===== src/rtl/etms_pkg.sv =====
// ----------------------------------------------------------------------------
// Exact template match search package
// Shared codes, register indexes and controller/datapath interface types.
// ----------------------------------------------------------------------------
package etms_pkg;

  localparam logic [1:0] CMD_TEMPLATE = 2'd0;
  localparam logic [1:0] CMD_IMAGE    = 2'd1;
  localparam logic [1:0] CMD_START    = 2'd2;

  localparam logic [1:0] ST_MATCH    = 2'd0;
  localparam logic [1:0] ST_DONE     = 2'd1;
  localparam logic [1:0] ST_OVERFLOW = 2'd2;
  localparam logic [1:0] ST_SIZE_ERR = 2'd3;

  localparam logic [2:0] CFG_IMAGE_WIDTH     = 3'd0;
  localparam logic [2:0] CFG_IMAGE_HEIGHT    = 3'd1;
  localparam logic [2:0] CFG_TEMPLATE_WIDTH  = 3'd2;
  localparam logic [2:0] CFG_TEMPLATE_HEIGHT = 3'd3;
  localparam logic [2:0] CFG_WINDOW_LEFT     = 3'd4;
  localparam logic [2:0] CFG_WINDOW_TOP      = 3'd5;
  localparam logic [2:0] CFG_WINDOW_RIGHT    = 3'd6;
  localparam logic [2:0] CFG_WINDOW_BOTTOM   = 3'd7;

  // Origin coordinates reach one past the largest window edge.
  localparam int COORD_W = 8;

  typedef struct packed {
    logic write_tmpl;
    logic write_img;
    logic init;
    logic setup;
    logic next_col;
    logic next_row;
    logic clear_off;
    logic step_off;
    logic emit_match;
    logic emit_close;
    logic set_err;
    logic set_ovf;
  } etms_cmd_t;

  typedef struct packed {
    logic size_err;
    logic col_done;
    logic row_done;
    logic pix_eq;
    logic off_last;
    logic count_full;
    logic out_free;
  } etms_stat_t;

endpackage


===== src/rtl/etms_ctrl.sv =====
// ----------------------------------------------------------------------------
// Exact template match search controller
// Sequences loads, the origin walk, the pixel compare loop and result output.
// ----------------------------------------------------------------------------
module etms_ctrl
  import etms_pkg::*;
(
  input  logic       clk,
  input  logic       rst,
  input  logic       in_valid,
  output logic       in_ready,
  input  logic [1:0] cmd,
  input  etms_stat_t stat,
  output etms_cmd_t  ctl
);

  localparam logic [2:0] S_IDLE   = 3'd0;
  localparam logic [2:0] S_SETUP  = 3'd1;
  localparam logic [2:0] S_ORIGIN = 3'd2;
  localparam logic [2:0] S_READ   = 3'd3;
  localparam logic [2:0] S_CMP    = 3'd4;
  localparam logic [2:0] S_EMIT   = 3'd5;
  localparam logic [2:0] S_CLOSE  = 3'd6;

  logic [2:0] state;
  logic [2:0] state_next;

  always_ff @(posedge clk) begin
    if (rst) begin
      state <= S_IDLE;
    end else begin
      state <= state_next;
    end
  end

  assign in_ready = (state == S_IDLE);

  always_comb begin
    ctl        = '0;
    state_next = state;
    case (state)
      S_IDLE: begin
        if (in_valid) begin
          case (cmd)
            CMD_TEMPLATE: ctl.write_tmpl = 1'b1;
            CMD_IMAGE:    ctl.write_img  = 1'b1;
            CMD_START: begin
              ctl.init   = 1'b1;
              state_next = S_SETUP;
            end
            default: ;
          endcase
        end
      end
      S_SETUP: begin
        if (stat.size_err) begin
          ctl.set_err = 1'b1;
          state_next  = S_CLOSE;
        end else begin
          ctl.setup  = 1'b1;
          state_next = S_ORIGIN;
        end
      end
      S_ORIGIN: begin
        if (stat.col_done) begin
          state_next = S_CLOSE;
        end else if (stat.row_done) begin
          ctl.next_col = 1'b1;
        end else begin
          ctl.clear_off = 1'b1;
          state_next    = S_READ;
        end
      end
      S_READ: begin
        state_next = S_CMP;
      end
      S_CMP: begin
        if (!stat.pix_eq) begin
          ctl.next_row = 1'b1;
          state_next   = S_ORIGIN;
        end else if (stat.off_last) begin
          state_next = S_EMIT;
        end else begin
          ctl.step_off = 1'b1;
          state_next   = S_READ;
        end
      end
      S_EMIT: begin
        if (stat.count_full) begin
          ctl.set_ovf = 1'b1;
          state_next  = S_CLOSE;
        end else if (stat.out_free) begin
          ctl.emit_match = 1'b1;
          state_next     = S_ORIGIN;
        end
      end
      S_CLOSE: begin
        if (stat.out_free) begin
          ctl.emit_close = 1'b1;
          state_next     = S_IDLE;
        end
      end
      default: begin
        state_next = S_IDLE;
      end
    endcase
  end

endmodule


===== config.mk =====
export PLATFORM = sky130hd
export DESIGN_NAME = etms_ctrl
export DESIGN_NICKNAME = d
export VERILOG_FILES = /design/src/rtl/etms_pkg.sv /design/src/rtl/etms_ctrl.sv
export SDC_FILE = /design/constraint.sdc
export NUM_CORES = 1
export LEC_CHECK = 0
export ABC_AREA = 1
export BUFFER_PORTS_ARGS = -buffer_cell sky130_fd_sc_hd__buf_2
export CAP_MARGIN = 20
export CORE_AREA = 5 5 42 44
export CTS_BUF_LIST = sky130_fd_sc_hd__clkbuf_16
export CTS_CLUSTER_DIAMETER = 100
export DETAILED_ROUTE_END_ITERATION = 10
export DIE_AREA = 0 0 47 49
export PLACE_DENSITY_LB_ADDON = 0.05
export SLEW_MARGIN = 20
export SYNTH_ARGS = -nofsm -noshare
export SYNTH_HDL_FRONTEND = slang
export SYNTH_SLANG_ARGS = --single-unit

===== constraint.sdc =====
create_clock -name clk -period 1.2 [get_ports clk]
set_input_delay 0.24 -clock clk [delete_from_list [all_inputs] [get_ports clk]]
set_output_delay 0.24 -clock clk [all_outputs]
set_load 0.05 [all_outputs]

Word-level counts from Yosys, hierarchy flattened
Index checks and enable logic that the tools add are counted.

storage, ports and cells
  memory bits (writable) = 0
  memories = 0
  bits in registers = 3
  input port bits = 12
  latch bits = 0
  logic and storage cells = 54
  output and inout port bits = 13
  memory bits (read-only) = 0

cells by class
  equality and inequality tests = 13
  bitwise operators = 0
  multiply operators = 0
  $add $sub $neg = 0
  div/mod/pow operators = 0
  order comparisons = 0
  reduce and logical (&&, ||, !) cells = 3
  shift-type cells = 0
  muxes and demuxes = 37

operators by type and width
  kind                number
  $mux 3              12
  $mux 1              24
  $pmux 3 s7          1
  $eq 3x3->1 const B  3
  $eq 3x2->1 const B  2
  $ne 3x3->1 const B  2
  $reduce_and 5->1    1
  $ne 2x2->1 const B  2
  $eq 3x1->1 const B  1
  $logic_not 3->1     1
  $eq 2x1->1 const B  1
  $eq 2x2->1 const B  1
  $logic_not 2->1     1
  $ne 2x1->1 const B  1

Depth between registers and ports, before layout
Gate-level depths: netlist of run 1.

  depth in word-level cells = 4
  mapped depth = 8
  gate-level depth less buffers = 7

Worst setup path after synthesis of run 1
OpenSTA, ideal clock, no wires.

  path type = register to output
  start point = register state[2]
  end point = output port ctl[6] in the netlist's numbering
  required time = 0.960 ns
  buffers on the path = 0
  data arrival time = 1.992 ns
  stages on the path, launching flop included = 3
  setup slack = -1.032 ns
  cell sequence = dfxtp_1 > inv_2 > nor4_1

RTL lines
  what                      RTL line         text
  start: declaration        etms_ctrl.sv:25  logic [2:0] state;
  start signal: assignment  etms_ctrl.sv:32  state <= state_next;
  end: declaration          etms_ctrl.sv:14  output etms_cmd_t ctl

==> results.py, run 1 <==
metrics = {
    "floorplan": {
        "die_w_um": 47,
        "dieHeight_um": 49,
        "die-area_mm2": 0.002303,
        "start_util": 0.2420,
        "std_cell_rows": 14,
        "core_area_mm2": 0.001401,
        "pin_count": 25,
    },
    "power": {
        "total_power_mw": 1.269,
        "p_leak_nw": 0.4309,
        "ir_drop_uv": 1149,
        "p_per_area_mw_per_mm2": 1280,
    },
    "global_routing": {
        "antenna_found_initial": 0,
        "grt_pass1_vias": 535,
        "grt_max_degree": 8,
        "grt_usage": 0.1338,
        "overflow": 0,
        "grt_pass1_wl_mm": 2.221,
    },
    "clocking": {
        "clkTransAtPathRegs_ns": 0.03,
        "cts_buffers": 3,
        "hold_buffers": 0,
        "worstSkewPairLatency_ns": 0.22,
        "clock-sinks": 3,
        "htree_levels": 1,
        "clock_path_buffers": 2,
        "cts_root_buffer": "clkbuf_16",
        "cts_tree": "done",
    },
    "sta": {
        "setup_tns_ns": -2.644,
        "period_share": 1.207,
        "period_needed_ns": 1.449,
        "hold_viol": 0,
        "rsz0062_at_grt": "yes",
        "worst_slew_pin_slew_ns": 0.2328,
        "maxSlewHeadroom": 0.8446,
        "setup_viol": 16,
        "finClkSkew_ns": 0.0005297,
        "slew_violations": 0,
        "postLayoutSetupSlackWorst_ns": -0.2489,
        "clock.fmax_ghz": 0.6902,
        "holdWs_ns": 0.2026,
    },
    "logic_synthesis": {
        "synth_area_per_cell_um2": 5.298,
        "synth_cells": 64,
        "synthesis.area_um2": 339.1,
        "seq_area_frac_synth": 0.1771,
        "synth-seq-cells": 3,
        "yosysWarnings": 0,
        "ys_types": 16,
        "synth_nets": 76,
        "yosys.area.top_type": "dfxtp_1",
        "synth_area_leaders": "dfxtp_1 (18%), nand2_1 (17%), nor2_1 (14%), nand3_1 (10%), inv_1 (10%)",
        "synth_top_area_frac": 0.1771,
    },
    "cells_and_area": {
        "final_common_cell": "buf_4",
        "largest-register": "state",
        "nets": 124,
        "mostFrequentLayoutCells": "buf_4 (17), buf_6 (15), buf_2 (11)",
        "final_core_util": 0.7071,
        "reg_top3": "state x3",
        "register_area_um2": 71.32,
        "n_fill_cell": 121,
        "largest_reg_flops": 3,
        "n_antenna_cell": 0,
        "multi_input_area_um2": 392.9,
        "drive_gt1_frac": 0.7117,
        "syn_to_final_growth_pct": 192.3,
        "stdcell_count": 127,
    },
    "route": {
        "viasPerCell": 4.606,
        "wl_mm": 1.446,
        "drt_iter0_markers": 5,
        "vias": 585,
        "dr.pass1.iters": 4,
        "drtAntennaViolNets": 0,
        "post_drt_wl_per_cell_um": 11.39,
        "drcViolationCount": 0,
    },
    "placement": {
        "io_buffers": 24,
        "place_inst": 116,
        "hpwl_mm": 1.059,
        "routabilityCongestion": 0.6939,
    },
    "hold_path": {
        "hold_path_class": "input pin to register",
    },
    "outcome": {
        "violations": "setup timing",
        "status": "finished with violations",
    },
    "setup_path": {
        "crit_path_cell_trace": "nor2_4, nand2_4, clkinvlp_4, nand2_2, nor2_4, buf_6",
        "max_stage_delay_ns": 0.36,
        "crit_arrival_ns": 1.21,
        "cp_slowest_cell": "dfxtp_4",
        "critical_path_buf_inv_count": 2,
        "endpoint_kind": "output pin",
        "crit_type": "register to output pin",
        "crit_family": "simple AND/OR/NAND/NOR gates",
        "critPathLaunchType": "register",
        "crit_top_cell": "nor2_4",
        "cp_max_fo": 7,
        "worstPathRequired_ns": 0.96,
    },
    "run": {
        "drv_cap": 0,
    },
}
## metal layers
metal  track usage  wire length, um  vias up
met4       0.08295               43        0
li1              -                -      305
met3       0.02214               43        6
met2        0.2240              845       14
met1        0.1473              514      260
met5             0                0        -
## synth_stat cells
cell	instances
nand2_1	15
nor2_1	13
inv_1	9
nand3_1	7
a21oi_1	3
dfxtp_1	3
nor3_1	3
nand4_1	2
nor2_2	2
buf_4	1
inv_2	1
nand3_2	1
nor3_2	1
nor4_1	1
o211ai_1	1
o21ai_0	1
## worst register-to-register path: cells and delay by family, from the launching register on
family | cells | cell delay [ns]
flops | 1 | 0.41
simple gates | 3 | 0.22
buf+inv | 3 | 0.37
compound gates | 2 | 0.14
## kinds of logic after synthesis
group / after synthesis / share of synthesized area
AO/OA/AOI/OAI: 5 / 0.08116
buffers and inverters: 11 / 0.1328
AND/OR/NAND/NOR: 45 / 0.6088
flip-flops: 3 / 0.1771
## worst paths after layout
| kind | start | end | slack, ns | cells after the start |
|---|---|---|---|---|
| hold / removal | rst | state[1]$_SDFFE_PP0P_ | 0.20 | 2 |
| hold reg to reg | state[1]$_SDFFE_PP0P_ | state[2]$_SDFFE_PP0P_ | 0.74 | 4 |
| setup reg to reg | state[0]$_SDFFE_PP0P_ | state[0]$_SDFFE_PP0P_ | -0.05 | 8 |
| setup / recovery | state[1]$_SDFFE_PP0P_ | ctl[10] | -0.25 | 6 |
## final cells by class
| class | count | share of cell area |
|---|---|---|
| clock buffer | 3 | 0.07576 |
| multi-input combinational | 50 | 0.3965 |
| sequential | 3 | 0.07197 |
| clock inverter | 1 | 0.003788 |
| timing repair buffer | 44 | 0.3700 |
| tap | 16 | 0.02020 |
| inverter | 10 | 0.06187 |
## stage by stage
| step | setup slack [ns] | area [um^2] |
|---|---|---|
| CTS | -0.2427 | 945.9 |
| finish | -0.2489 | 991.0 |
| global placement | -0.1600 | 701.9 |
| detailed placement | -0.1632 | 701.9 |
| floorplan | -0.2560 | 475.5 |
| global route | -0.2841 | 991.0 |
## timing repair
action                     CTS  global route
resized for setup           40             8
setup endpoints to repair   16            16
pin swaps                   11             7
setup buffers                5             3
## report_power, final
group          total, mW  switching, mW  internal, mW
logic              0.595          0.342         0.253
registers          0.152         0.0360         0.116
clock network      0.521         0.0914         0.430
Power figures use the tool's default switching activity.
==> run 2, diff against run 1 <==
--- a/config.mk
+++ b/config.mk
@@ -13,7 +13,7 @@
 export CTS_CLUSTER_DIAMETER = 100
 export DETAILED_ROUTE_END_ITERATION = 10
 export DIE_AREA = 0 0 47 49
-export PLACE_DENSITY_LB_ADDON = 0.05
+export PLACE_DENSITY_LB_ADDON = 0.15
 export SLEW_MARGIN = 20
 export SYNTH_ARGS = -nofsm -noshare
 export SYNTH_HDL_FRONTEND = slang
==> run 2 against run 1 <==
Compared with the run above:
- the flow still finishes with violations (setup timing)
- worst setup slack improved by 0.015 ns
- clock power barely moved
- core utilization down 4.6 points
- clock-buffer cell count did not move
- highest routed layer unchanged
- sequential cell count did not move
- final area fell by 6.4%
- worst hold slack worse by 0.012 ns
==> results.py, run 2 (synthesized netlist as in run 1, its figures left out) <==
metrics = {
    "outcome": {
        "status": "finished with violations",
        "violations": "setup timing",
    },
    "cells_and_area": {
        "largest_reg_flops": 3,
        "final_common_cell": "buf_6",
        "n_antenna_cell": 0,
        "reg_top3": "state x3",
        "drive_gt1_frac": 0.6636,
        "mostFrequentLayoutCells": "buf_6 (15), buf_4 (13), buf_2 (11)",
        "syn_to_final_growth_pct": 173.4,
        "nets": 120,
        "largest-register": "state",
    },
    "sta": {
        "clock.fmax_ghz": 0.6972,
        "postLayoutSetupSlackWorst_ns": -0.2344,
        "finClkSkew_ns": 0.0007843,
        "slew_violations": 0,
        "period_needed_ns": 1.434,
        "maxSlewHeadroom": 0.8568,
        "setup_tns_ns": -2.467,
        "worst_slew_pin_slew_ns": 0.2141,
        "setup_viol": 15,
        "hold_viol": 0,
        "rsz0062_at_grt": "yes",
        "period_share": 1.195,
    },
    "setup_path": {
        "critPathLaunchType": "register",
        "worstPathRequired_ns": 0.96,
        "crit_path_cell_trace": "nor2_4, nand2_4, clkinvlp_4, nand2_2, nor2_4, buf_6",
        "max_stage_delay_ns": 0.36,
        "crit_top_cell": "nor2_4",
        "cp_max_fo": 6,
        "cp_slowest_cell": "dfxtp_4",
        "crit_arrival_ns": 1.19,
        "endpoint_kind": "output pin",
        "crit_type": "register to output pin",
    },
    "floorplan": {
        "dieHeight_um": 49,
        "core_area_mm2": 0.001401,
        "die_w_um": 47,
        "std_cell_rows": 14,
        "pin_count": 25,
        "start_util": 0.2420,
        "die-area_mm2": 0.002303,
    },
    "clocking": {
        "hold_buffers": 0,
        "worstSkewPairLatency_ns": 0.22,
        "clock_path_buffers": 2,
        "htree_levels": 1,
        "cts_tree": "done",
        "cts_buffers": 3,
        "cts_root_buffer": "clkbuf_16",
        "clock-sinks": 3,
        "clkTransAtPathRegs_ns": 0.03,
    },
    "global_routing": {
        "antenna_found_initial": 0,
        "grt_pass1_vias": 588,
        "grt_max_degree": 9,
        "grt_usage": 0.1367,
        "grt_pass1_wl_mm": 2.339,
        "overflow": 0,
    },
    "route": {
        "post_drt_wl_per_cell_um": 10.50,
        "drtAntennaViolNets": 0,
        "wl_mm": 1.291,
        "dr.pass1.iters": 4,
        "drcViolationCount": 0,
        "viasPerCell": 4.577,
        "drt_iter0_markers": 9,
        "vias": 563,
    },
    "placement": {
        "io_buffers": 24,
        "routabilityCongestion": 0.7796,
        "hpwl_um": 952,
    },
    "hold_path": {
        "hold_path_class": "input pin to register",
    },
    "power": {
        "ir_drop_uv": 987.3,
        "p_per_area_mw_per_mm2": 1300,
        "p_leak_nw": 0.4087,
        "total_power_mw": 1.205,
    },
    "run": {
        "drv_cap": 0,
    },
}
[run 2: layer usage]
| layer | up-vias | track usage | wire (um) |
|---|---|---|---|
| li1 | 292 | - | - |
| met1 | 253 | 0.1432 | 467 |
| met2 | 15 | 0.2511 | 726 |
| met3 | 3 | 0.02214 | 74 |
| met4 | 0 | 0.05530 | 23 |
| met5 | - | 0 | 0 |
[run 2: timing repair]
item | 4_1_cts | 5_1_grt
setup endpoints to repair | 16 | 16
resized for setup | 39 | 1
cloned | 0 | 0
pin swaps | 8 | 2
buffers inserted | 4 | 1
[run 2: metrics by stage]
step | setup WS, ns | std cells | hold slack, ns | instance area, um^2 | utilization
6_report | -0.2344 | 123 | 0.1901 | 927.1 | 0.6616
5_1_grt | -0.2910 | 123 | 0.2172 | 927.1 | 0.6616
4_1_cts | -0.2508 | 122 | 0.1915 | 915.9 | 0.6536
3_5_place_dp | -0.1933 | 114 | 0.4233 | 686.9 | 0.4902
3_3_place_gp | -0.1916 | 114 | 0.4243 | 686.9 | 0.4902
2_1_floorplan | -0.2560 | 64 | 0.2994 | 475.5 | -
[run 2: layout make-up]
class	instances	area, um^2
inverters	10	56.30
repair buffers	40	336.6
clock buffers	3	75.07
flip-flops and latches	3	71.32
clock inverters	1	3.754
fillers	118	474.2
well taps	16	20.02
multi-input cells	50	364.1
[run 2: worst paths after layout]
path	cells past startpoint	from	slack [ns]	end
max	6	state[1]$_SDFFE_PP0P_	-0.23	ctl[10]
min	2	rst	0.19	state[2]$_SDFFE_PP0P_
max reg2reg	9	state[1]$_SDFFE_PP0P_	-0.06	state[2]$_SDFFE_PP0P_
min reg2reg	4	state[2]$_SDFFE_PP0P_	0.68	state[0]$_SDFFE_PP0P_
[run 2: power by group]
part / internal [mW] / leakage, nW / total, mW / switching [mW]
Clock: 0.430 / 0.0423 / 0.520 / 0.0901
Sequential: 0.116 / 0.0267 / 0.151 / 0.0348
Combinational: 0.220 / 0.340 / 0.534 / 0.315
Total: 0.766 / 0.409 / 1.21 / 0.439
[run 2: critical path: cells and delay by family, from the launching register on]
kind | cells | cell delay [ns]
buffers and inverters | 2 | 0.25
flip-flops | 1 | 0.36
AND/OR/NAND/NOR | 4 | 0.36
==> run 3, diff against run 2 <==
--- a/config.mk
+++ b/config.mk
@@ -6,7 +6,7 @@
 export NUM_CORES = 1
 export LEC_CHECK = 0
 export ABC_AREA = 1
-export BUFFER_PORTS_ARGS = -buffer_cell sky130_fd_sc_hd__buf_2
+export BUFFER_PORTS_ARGS = -buffer_cell sky130_fd_sc_hd__buf_4
 export CAP_MARGIN = 20
 export CORE_AREA = 5 5 42 44
 export CTS_BUF_LIST = sky130_fd_sc_hd__clkbuf_16
@@ -14,7 +14,6 @@
 export DETAILED_ROUTE_END_ITERATION = 10
 export DIE_AREA = 0 0 47 49
 export PLACE_DENSITY_LB_ADDON = 0.15
-export SLEW_MARGIN = 20
 export SYNTH_ARGS = -nofsm -noshare
 export SYNTH_HDL_FRONTEND = slang
 export SYNTH_SLANG_ARGS = --single-unit
==> run 3 against run 2 <==
Compared with the run above:
- the run still ends with setup timing left
- final cell count is 1.6% lower
- die area stayed put
- global-route usage is 1.3 points lower
- first-iteration DRC count is 56% lower
- sequential power hardly changed
- clock-buffer cell count stayed put
- combinational power is 2% higher
- worst hold slack worse by 0.011 ns
- wire length is 0.31% higher
- sequential cell count stayed put
- non-clock buffer count is 2 lower
- fmax is 0.40% higher
==> results.py, run 3 (synthesized netlist as in run 1, its figures left out) <==
metrics = {
    "cells_and_area": {
        "drive_gt1_frac": 0.6857,
        "n_fill_cell": 124,
        "stdcell_count": 121,
        "multi_input_area_um2": 380.4,
        "syn_to_final_growth_pct": 179.7,
        "mostFrequentLayoutCells": "buf_4 (24), buf_6 (13), nand2_1 (9)",
        "stdcell_area_um2": 948.4,
        "reg_top3": "state x3",
        "nets": 118,
        "largest_reg_flops": 3,
        "n_antenna_cell": 0,
        "register_area_um2": 71.32,
        "final_common_cell": "buf_4",
        "largest-register": "state",
    },
    "placement": {
        "place_inst": 112,
        "post-place-ws_ns": -0.1620,
        "io_buffers": 24,
        "hpwl_um": 996.6,
        "routabilityCongestion": 0.8116,
        "placed_cell_area_um2": 732.0,
    },
    "sta": {
        "slew_violations": 0,
        "holdWs_ns": 0.1790,
        "period_share": 1.191,
        "rsz0062_at_grt": "yes",
        "setup_viol": 14,
        "worst_slew_pin_slew_ns": 0.2079,
        "clock.fmax_ghz": 0.7000,
        "period_needed_ns": 1.429,
        "setup_tns_ns": -2.511,
        "postLayoutSetupSlackWorst_ns": -0.2287,
        "hold_viol": 0,
        "maxSlewHeadroom": 0.8604,
        "finClkSkew_ns": 0.0009512,
    },
    "clocking": {
        "cts_tree": "done",
        "cts_root_buffer": "clkbuf_16",
        "hold_buffers": 0,
        "clock-sinks": 3,
        "htree_levels": 1,
        "clock_path_buffers": 2,
        "cts_buffers": 3,
        "clkTransAtPathRegs_ns": 0.03,
        "worstSkewPairLatency_ns": 0.22,
    },
    "floorplan": {
        "pin_count": 25,
        "start_util": 0.2420,
        "core_area_mm2": 0.001401,
        "die-area_mm2": 0.002303,
        "std_cell_rows": 14,
        "dieHeight_um": 49,
        "die_w_um": 47,
    },
    "route": {
        "vias": 562,
        "post_drt_wl_per_cell_um": 10.70,
        "drtAntennaViolNets": 0,
        "drcViolationCount": 0,
        "wl_mm": 1.295,
        "drt_iter0_markers": 4,
        "dr.pass1.iters": 4,
        "viasPerCell": 4.645,
    },
    "setup_path": {
        "crit_path_cell_trace": "inv_1, nand2_2, buf_4, nor3_4, buf_6",
        "endpoint_kind": "output pin",
        "max_stage_delay_ns": 0.36,
        "r2r-end": "state[1]$_SDFFE_PP0P_",
        "rrSetupSlack_ns": -0.03,
        "crit_type": "register to output pin",
        "critPathLaunchType": "register",
        "startpoint": "state[1]$_SDFFE_PP0P_",
        "crit_arrival_ns": 1.19,
        "cp_slowest_cell": "dfxtp_4",
        "worst-r2r-cell-count": 8,
        "worstPathRequired_ns": 0.96,
        "cp_max_fo": 7,
        "rr_startpoint": "state[2]$_SDFFE_PP0P_",
    },
    "global_routing": {
        "grt_max_degree": 9,
        "grt_usage": 0.1233,
        "grt_pass1_vias": 520,
        "antenna_found_initial": 0,
        "overflow": 0,
        "grt_pass1_wl_mm": 2.118,
    },
    "hold_path": {
        "min_delay_worst_endpoint": "state[0]$_SDFFE_PP0P_",
        "hold_path_class": "input pin to register",
        "hp-start": "rst",
        "holdPathStages": 2,
    },
    "power": {
        "p_per_area_mw_per_mm2": 1280,
        "power_frac_comb": 0.448,
        "p_clk_frac": 0.428,
        "ir_drop_uv": 1053,
        "p_leak_nw": 0.4089,
        "p_int_mw": 0.7707,
        "switching_share": 0.3652,
        "seqPwrFrac": 0.125,
        "p_switching_mw": 0.4433,
    },
    "outcome": {
        "violations": "setup timing",
        "status": "finished with violations",
    },
    "run": {
        "drv_cap": 0,
    },
}
-- run 3: changes by cell type in the layout (fill, tap and decap cells not counted), sizes merged --
cell,change
buf,-2
-- run 3: cell type report --
type,instances,area share
clock buffer,3,0.07916
inverter,10,0.05937
multi-input combinational,50,0.4011
sequential,3,0.07520
timing repair buffer,38,0.3602
clock inverter,1,0.003958
tap,16,0.02111
-- run 3: power groups by stage --
stage	Combinational [mW]	Sequential, mW	Clock, mW
final	0.544	0.151	0.519
after global routing	0.586	0.153	0.546
after global placement	0.471	0.146	0
after floorplan	0.314	0.142	0
after CTS	0.522	0.152	0.526
after detailed placement	0.473	0.147	0
-- run 3: stage by stage --
| step | power [mW] | utilization |
|---|---|---|
| 5_1_grt | 1.285 | 0.6768 |
| 3_5_place_dp | 0.6202 | 0.5223 |
| 6_report | 1.214 | 0.6768 |
| 4_1_cts | 1.199 | 0.6536 |
| 3_3_place_gp | 0.6174 | 0.5223 |
| 2_1_floorplan | 0.4562 | - |
-- run 3: worst max-delay path: cells and delay by family, from the launching register on --
kind / cells / cell delay, ns
buf+inv: 3 / 0.41
simple gates: 2 / 0.20
flops: 1 / 0.36
-- run 3: what timing repair did --
action,in CTS,in global routing
pin swaps,9,7
buffers inserted,3,2
gates cloned,0,0
setup endpoints to repair,14,16
resized for setup,24,5
-- run 3: per-layer routing --
layer | vias up | global-route usage | routed length [um] | share of wire
met1 | 256 | 0.1498 | 504 | 0.39
met2 | 13 | 0.1946 | 708 | 0.55
li1 | 291 | - | - | -
met3 | 2 | 0.03321 | 61 | 0.047
met5 | - | 0 | 0 | 0
met4 | 0 | 0.05530 | 20 | 0.015
-- run 3: how the worst max path moves through the flow --
stage               to  slack, ns
3_5_place_dp    ctl[0]      -0.16
2_1_floorplan  ctl[10]      -0.26
6_report        ctl[8]      -0.23
4_1_cts         ctl[4]      -0.24
3_3_place_gp    ctl[0]      -0.13
5_1_grt         ctl[0]      -0.29
